<file path="src/sv/llpp_stack.sv">
// Parse stack memory, one port, registered read.
`default_nettype none
module llpp_stack #(
	parameter int SAW = 6
) (
	input  wire              clk,
	input  wire              we,
	input  wire              re,
	input  wire  [SAW-1:0]   addr,
	input  wire  [5:0]       wdata,
	output logic [5:0]       rdata
);
	logic [5:0] mem [1 << SAW];

	always_ff @(posedge clk) begin
		if (we) begin
			mem[addr] <= wdata;
		end
		if (re) begin
			rdata <= mem[addr];
		end
	end

endmodule
`default_nettype wire

</file>
<file path="config.mk">
export PLATFORM = sky130hd
export DESIGN_NAME = llpp_stack
export DESIGN_NICKNAME = d
export VERILOG_FILES = /design/src/sv/llpp_stack.sv
export SDC_FILE = /design/constraint.sdc
export NUM_CORES = 1
export LEC_CHECK = 0
export ABC_CLOCK_PERIOD_IN_PS = 2900
export BUFFER_PORTS_ARGS = -buffer_cell sky130_fd_sc_hd__buf_2
export CORE_MARGIN = 2
export CORE_UTILIZATION = 40
export DETAILED_ROUTE_END_ITERATION = 10
export GPL_ROUTABILITY_DRIVEN = 1
export PLACE_DENSITY_LB_ADDON = 0.12
export SETUP_SLACK_MARGIN = 0.02
export SKIP_CTS_REPAIR_TIMING = 1
export SYNTH_ARGS = -nofsm -noshare
export SYNTH_HDL_FRONTEND = slang
export SYNTH_SLANG_ARGS = --single-unit
</file>
<file path="constraint.sdc">
create_clock -name clk -period 2.9 [get_ports clk]
set_input_delay 0.58 -clock clk [delete_from_list [all_inputs] [get_ports clk]]
set_output_delay 0.58 -clock clk [all_outputs]
set_load 0.02 [all_outputs]
</file>
# Word-level counts from Yosys, hierarchy flattened
# Memory sizes are Yosys's and may differ from the RTL's. A register that Yosys moved wholly into a read port is not among the register bits.
# Cells that the tools add are included.
[op_classes] mux=2
[ops] cell="$mux W1" n=2
[word_totals] ff_bits=0 inputBits=15 n_memories=1 ramBits=384 output_inout_bits=6
[mem_list] memory="mem" depth=64 width=6 read_ports=1 rd_ports_with_merged_regs=1 write_ports=1 line="13" text="logic [5:0] mem [1 << SAW];"

# Logic depth before layout (Yosys ltp)
# Gate-level depths: netlist of the first run.
[logic_depth] word_depth=2 ltp_mapped=11 depth_no_buf=6

# Worst setup path after synthesis of the first run
# No wires, ideal clock.
[synth_path] kind="input to register" from="input addr[0]" to="memory mem[12][0] (enable)" setup_time_ns=0.350 setup_slack_ns=0.400 arrival_ns=2.150 cell_stages=6 cell_sequence="buf_6 -> nor2_1 -> clkbuf_1 -> clkbuf_1 -> nand3_1 -> nor2_1"
[synth_lines] element="start, declared" line="9" text="input wire [SAW-1:0] addr,"
[synth_lines] element="end, declared" line="13"
# No word-level cell before the write port.

==> results of run 1 <==
[worst paths after layout]
kind | to | slack, ns | cells past startpoint
max | rdata[2] | 0.30 | 9
min | rdata[5] | 0.42 | 1
max reg2reg | rdata[1] | 0.75 | 5
min reg2reg | rdata[2] | 0.84 | 4
[cell type report]
cell class                      count  area, um2  share of cell area, %
Tap cell                          511        639                   3.42
Timing Repair Buffer              188       1530                   8.19
Multi-Input combinational cell    462       3280                   17.6
Sequential cell                   390      11700                   62.7
Clock buffer                       47       1130                   6.07
Inverter                            2       7.51                 0.0402
Clock inverter                     31        382                   2.04
[per-stage QoR]
step                util [%]  hold WS [ns]
finish                  49.6         0.417
global route            49.6         0.398
CTS                     49.6         0.396
detailed placement      45.6         0.816
global placement        45.6         0.804
floorplan                  -         0.665
[cell families after synthesis]
group / share of synthesized area (%)
AND/OR/NAND/NOR: 4.79
buffers and inverters: 2.24
AO/OA/AOI/OAI: 11.5
multiplexers: 5.09
flip-flops: 76.4
[cell usage after synthesis (2+ instances only)]
library cell and instances:
a31oi_1 6, nor3_1 4, mux2i_1 34, nand2_1 25
o21ai_0 27, o211ai_1 8, o21bai_1 2, a221oi_1 54
clkbuf_1 29, a21o_1 3, buf_4 4, and2_1 4
nor4b_1 2, nor2b_1 8, edfxtp_1 390, a22o_1 12
o22ai_1 14, o221ai_1 5, a211oi_1 8, nand3b_1 5
a221o_1 3, nand3_1 6, mux4_2 11, buf_2 26
a21oi_1 27, nor3b_1 2, nor2_1 92, nand2b_1 2
a311oi_1 2, buf_6 4, mux2_2 17, or4_1 5
a2bb2oi_1 4, buf_1 6, a22oi_1 54
[flip-flops by register name (all words and copies together), names as in the netlist]
signal	count
mem	384
rdata	6
[routing by layer]
| metal | routed length, um | GRT usage [%] |
|---|---|---|
| met1 | 20200 | 33.8 |
| met2 | 21300 | 36.6 |
| met3 | 3080 | 3.83 |
| met4 | 1220 | 6.94 |
| met5 | 0 | 0 |
[cell usage in the layout (no fill, tap or decap), types with 25 or more instances in the layout]
cell type / Yosys / final
a21oi_1: 27 / 27
nand2_1: 25 / 25
nor2_1: 92 / 90
edfxtp_1: 390 / 390
a22oi_1: 54 / 54
o21ai_0: 27 / 27
clkbuf_16: 0 / 45
a221oi_1: 54 / 54
mux2i_1: 34 / 34
buf_4: 4 / 158
[worst max-delay path, cell delays in order]
cell,delay [ns]
buf_4,0.21
buf_12,0.19
nor2_1,0.90
buf_4,0.32
a22o_1,0.15
nand2_1,0.05
a31oi_1,0.37
nor4_1,0.09
nand4_1,0.10
[power by group through the flow]
stage               Sequential [W]  Clock, W  Combinational (W)
floorplan                  0.00639         0           0.000351
global placement           0.00639         0           0.000806
finish                     0.00627   0.00582           0.000813
global route               0.00627   0.00612           0.000859
detailed placement         0.00639         0           0.000807
CTS                        0.00627   0.00590           0.000810
==> out/results.ini, run 1 <==
[outcome]
outcome = finished clean

[logic_synthesis]
syn-mean-instance-area_um2 = 16.6
synth_area_leaders = edfxtp_1, a221oi_1, a22oi_1
synth_edf_count = 390
synth_seq_cells = 390
ys_dominant_reg_cell = edfxtp_1
ys_types = 53
yosys.area.top_type = edfxtp_1
synthCells = 923
ys_warn_count = 0
synthArstFlopShare_pct = 0
synth_top_area_share_pct = 76.4
ys_seq_area_share_pct = 76.4
synth_area_um2 = 15300
synth_nets = 938

[place]
portBuffers = 20
dp_hpwl_um = 30200
postPlaceCellArea_um2 = 17200
dp_slack_ns = -0.147
dp.cells = 1553
gp_congestion = 0.888

[cells_and_area]
drive_gt1_share_pct = 26.2
final_nets = 1102
final_area_um2 = 18700
n_fill_cell = 3232
finalNonFillerCells = 1631
syn2layout_area_growth_pct = 21.9
n_antenna_cell = 0

[worst_setup_path]
path_class = in2reg
crit_path_start_kind = primary input
crit_arrival_ns = 2.99
r2r-start = mem[52][1]
critPathRequiredTime_ns = 3.29
crit_fanout = 15
startpoint = addr[2]
end_kind = flip-flop

[timing]
rsz0062_at_grt = no
setup_viol = 0
setup_tns_ns = 0
fin_skew_ns = 0.0101
hold_viol_final = 0
finalMaxSlewViolations = 0
min_period_over_period_pct = 89.5
finalCriticalPeriod_ns = 2.60
max_freq_mhz = 385
worst_pin_slew_ns = 1.20
slew_headroom_pct = 19.9
fin_ws_ns = 0.304

[pwr]
p_int_w = 0.0102
powerDensity_nw_per_um2 = 690
p_clk_share_pct = 45.1
total_power_w = 0.0129
combPwrFrac_pct = 6.3
p_switching_w = 0.00275
switching_share_pct = 21.3
power_frac_seq_pct = 48.6
ir_drop_mv = 0.384
p_leak_nw = 6.27

[grt]
track_usage_pct = 23.4
first_global_vias = 9237
grt_start_max_net_pins = 65
grt_remaining_overflow = 0
antenna_found_initial = 0
grt_pass1_wl_um = 65700

[routing]
antenna_left = 0
drt_iter0_drc = 879
drt_pre_antenna_iters = 5
wl_per_cell_um = 28.0
wirelength_um = 45700
drcViolationCount = 0
vias_per_cell = 5.78
vias = 9420

[clock_tree]
cts-htree-levels = 2
cts-buffers-inserted = 43
clk_path_buf_depth = 3
cts_tree = yes
cts.sinks = 390
root_buffer = clkbuf_16
clkTransAtPathRegs_ns = 0.07
insertion_delay_ns = 0.53

[floorplanning]
start_util_pct = 40.7
rows = 71
pin_count = 21
core_region_area_um2 = 37700
die_area_um2 = 39900
die_y_um = 200
die_w_um = 200

[hold_path]
hold_path_startpoint = re
hp-class = in2reg

[job]
cap_viol_max_count = 0

Note: power is estimated with default switching activity, not from simulation.
==> inputs of run 2 (changes only) <==
--- a/config.mk
+++ b/config.mk
@@ -5,7 +5,7 @@
 export SDC_FILE = /design/constraint.sdc
 export NUM_CORES = 1
 export LEC_CHECK = 0
-export ABC_CLOCK_PERIOD_IN_PS = 2900
+export ABC_CLOCK_PERIOD_IN_PS = 2250
 export BUFFER_PORTS_ARGS = -buffer_cell sky130_fd_sc_hd__buf_2
 export CORE_MARGIN = 2
 export CORE_UTILIZATION = 40
==> constraint.sdc (replaced) <==
create_clock -name clk -period 2.25 [get_ports clk]
set_input_delay 0.45 -clock clk [delete_from_list [all_inputs] [get_ports clk]]
set_output_delay 0.45 -clock clk [all_outputs]
set_load 0.02 [all_outputs]
==> run 2 against run 1 <==
  * Worst setup slack worse by 0.22 ns
  * Count of clock-buffer cells in the layout increased by 3
  * Largest power group unchanged
  * Total power increased by 24%
  * Sequential cell count unchanged
  * Clock skew rose by 0.0030 ns
  * First-iteration DRC count grew 1.1%
  * Final area grew 4.1%
  * Critical endpoint is now rdata[4]
  * Sequential share of layout area fell by 2.4 points
  * Clock power rose by 16%
  * Combinational power grew 44%
==> out/results.ini, run 2 (synthesized netlist as in run 1, its figures left out) <==
[grt]
grt_pass1_wl_um = 67000  ; +2.0%
first_global_vias = 9752  ; +5.6%
antenna_found_initial = 0  ; unchanged
grt_start_max_net_pins = 65  ; unchanged
grt_remaining_overflow = 0  ; unchanged
track_usage_pct = 23.7  ; +0.32 points

[worst_setup_path]
r2r-start = mem[21][5]
path_class = in2reg
crit_path_start_kind = primary input
rr_endpoint = rdata[5]
crit_arrival_ns = 2.45  ; -0.54 ns
end_kind = flip-flop
crit_fanout = 24  ; +9
r2r_setup_slack_ns = 0.13  ; -0.62 ns
rr_worst_depth = 6  ; +1
critPathRequiredTime_ns = 2.53  ; -0.76 ns
startpoint = addr[2]

[outcome]
outcome = finished clean

[timing]
setup_viol = 0  ; unchanged
hold_viol_final = 0  ; unchanged
finalCriticalPeriod_ns = 2.16
finalMaxSlewViolations = 0  ; unchanged
slew_headroom_pct = 35.3  ; +15 points
min_period_over_period_pct = 96.1
worst_pin_slew_ns = 0.970  ; -0.228 ns
fin_skew_ns = 0.0131  ; +0.00299 ns
rsz0062_at_grt = yes
max_freq_mhz = 462

[job]
cap_viol_max_count = 0  ; unchanged

[cells_and_area]
n_antenna_cell = 0  ; unchanged
reg_top3 = mem (384), rdata (6)
regMostFlops = mem
n_fill_cell = 3247  ; +0.46%
syn2layout_area_growth_pct = 26.9
largest_reg_flops = 384  ; unchanged
final_area_um2 = 19400  ; +4.1%
layout_commonest_cell = edfxtp_1
finalNonFillerCells = 1718  ; +5.3%
drive_gt1_share_pct = 33.3  ; +7.1 points
final_nets = 1189  ; +7.9%
final_util_pct = 51.6  ; +2.0 points
layout_common_cells = edfxtp_1, buf_4, nor2_1, a22oi_1, a221oi_1

[pwr]
combPwrFrac_pct = 7.3  ; +1.0 points
ir_drop_mv = 0.571  ; +49%
power_frac_seq_pct = 50.5  ; +1.9 points
powerDensity_nw_per_um2 = 823  ; +19%
p_int_w = 0.0125  ; +23%
p_leak_nw = 6.67  ; +6.4%
p_switching_w = 0.00351  ; +28%
switching_share_pct = 22.0  ; +0.65 points
p_clk_share_pct = 42.2  ; -2.9 points

[routing]
wirelength_um = 45800  ; +0.13%
drt_pre_antenna_iters = 5  ; unchanged
antenna_left = 0  ; unchanged
vias = 9576  ; +1.7%
drt_iter0_drc = 889  ; +1.1%
wl_per_cell_um = 26.7  ; -4.9%
drcViolationCount = 0  ; unchanged
vias_per_cell = 5.57  ; -3.5%

[hold_path]
hp-class = in2reg
hold_end = rdata[1]
hold_path_startpoint = re
whs_path_depth = 1  ; unchanged

[clock_tree]
cts.sinks = 390  ; unchanged
cts_tree = yes
clkTransAtPathRegs_ns = 0.06  ; about the same
cts-buffers-inserted = 42  ; -2.3%
clk_path_buf_depth = 3  ; unchanged
insertion_delay_ns = 0.55  ; +0.02 ns
root_buffer = clkbuf_16
cts-htree-levels = 2  ; unchanged

[place]
dp_hpwl_um = 31600  ; +4.5%
portBuffers = 20  ; unchanged
gp_congestion = 0.891  ; +0.29%
dp.cells = 1641  ; +5.7%
postPlaceCellArea_um2 = 18100  ; +5.3%

[floorplanning]
die_w_um = 200  ; unchanged
core_region_area_um2 = 37700  ; unchanged
start_util_pct = 40.7  ; unchanged
rows = 71  ; unchanged
pin_count = 21  ; unchanged
die_y_um = 200  ; unchanged
die_area_um2 = 39900  ; unchanged

run 2: changes by cell type in the layout (fill, tap and decap cells not counted), moves of 4 or more:
cell / before / now
buf_4: 158 / 232
buf_12: 13 / 27
nor2_1: 90 / 65
nor2_2: 2 / 26
o21ai_0: 27 / 23
clkinv_1: 8 / 13
bufinv_16: 9 / 3
run 2: how the worst max path moves through the flow:
| stage | endpoint | slack, ns |
|---|---|---|
| floorplan | mem[1][0] | -0.08 |
| global placement | rdata[4] | -0.59 |
| detailed placement | rdata[4] | -0.59 |
| CTS | rdata[4] | -0.03 |
| global route | rdata[4] | 0.009 |
| finish | rdata[4] | 0.09 |
run 2: power groups by stage:
stage | logic [W] | registers (W) | clock network (W)
2_1_floorplan | 0.000462 | 0.00824 | 0
3_3_place_gp | 0.00116 | 0.00824 | 0
3_5_place_dp | 0.00116 | 0.00824 | 0
4_1_cts | 0.00117 | 0.00808 | 0.00685
5_1_grt | 0.00124 | 0.00808 | 0.00714
6_report | 0.00117 | 0.00808 | 0.00675
run 2: critical path, stage by stage:
cell and delay [ns]:
buf_4 0.20, buf_12 0.22, buf_4 0.20, mux2i_2 0.24, a2bb2oi_1 0.18, a21oi_1 0.10
a21oi_2 0.21, buf_4 0.14, o21ai_0 0.07, or4_1 0.40
run 2: metal layers:
layer	vias to the layer above	GRT usage, %	share of wire (%)
met1	4985	34.1	46
met4	0	5.54	1.8
met5	-	0	0
li1	4271	-	-
met3	45	3.43	5.0
met2	275	38.3	47
run 2: through the flow:
stage	worst slack (ns)	total power [W]	hold WS [ns]	TNS (ns)
final	0.0878	0.0160	0.264	0
after global routing	0.00854	0.0165	0.243	0
after CTS	-0.0261	0.0161	0.248	-0.0261
after detailed placement	-0.590	0.00940	0.818	-5.11
after global placement	-0.591	0.00939	0.812	-4.98
after floorplan	-0.0766	0.00870	0.549	-19.25
run 2: layout make-up:
type	count	area, um2	share of cell area, %
inverters	2	7.51	0.0386
clock buffers	50	1140	5.89
flip-flops and latches	390	11700	60.2
well taps	511	639	3.29
repair buffers	276	2370	12.2
clock inverters	27	201	1.04
multi-input cells	462	3370	17.3
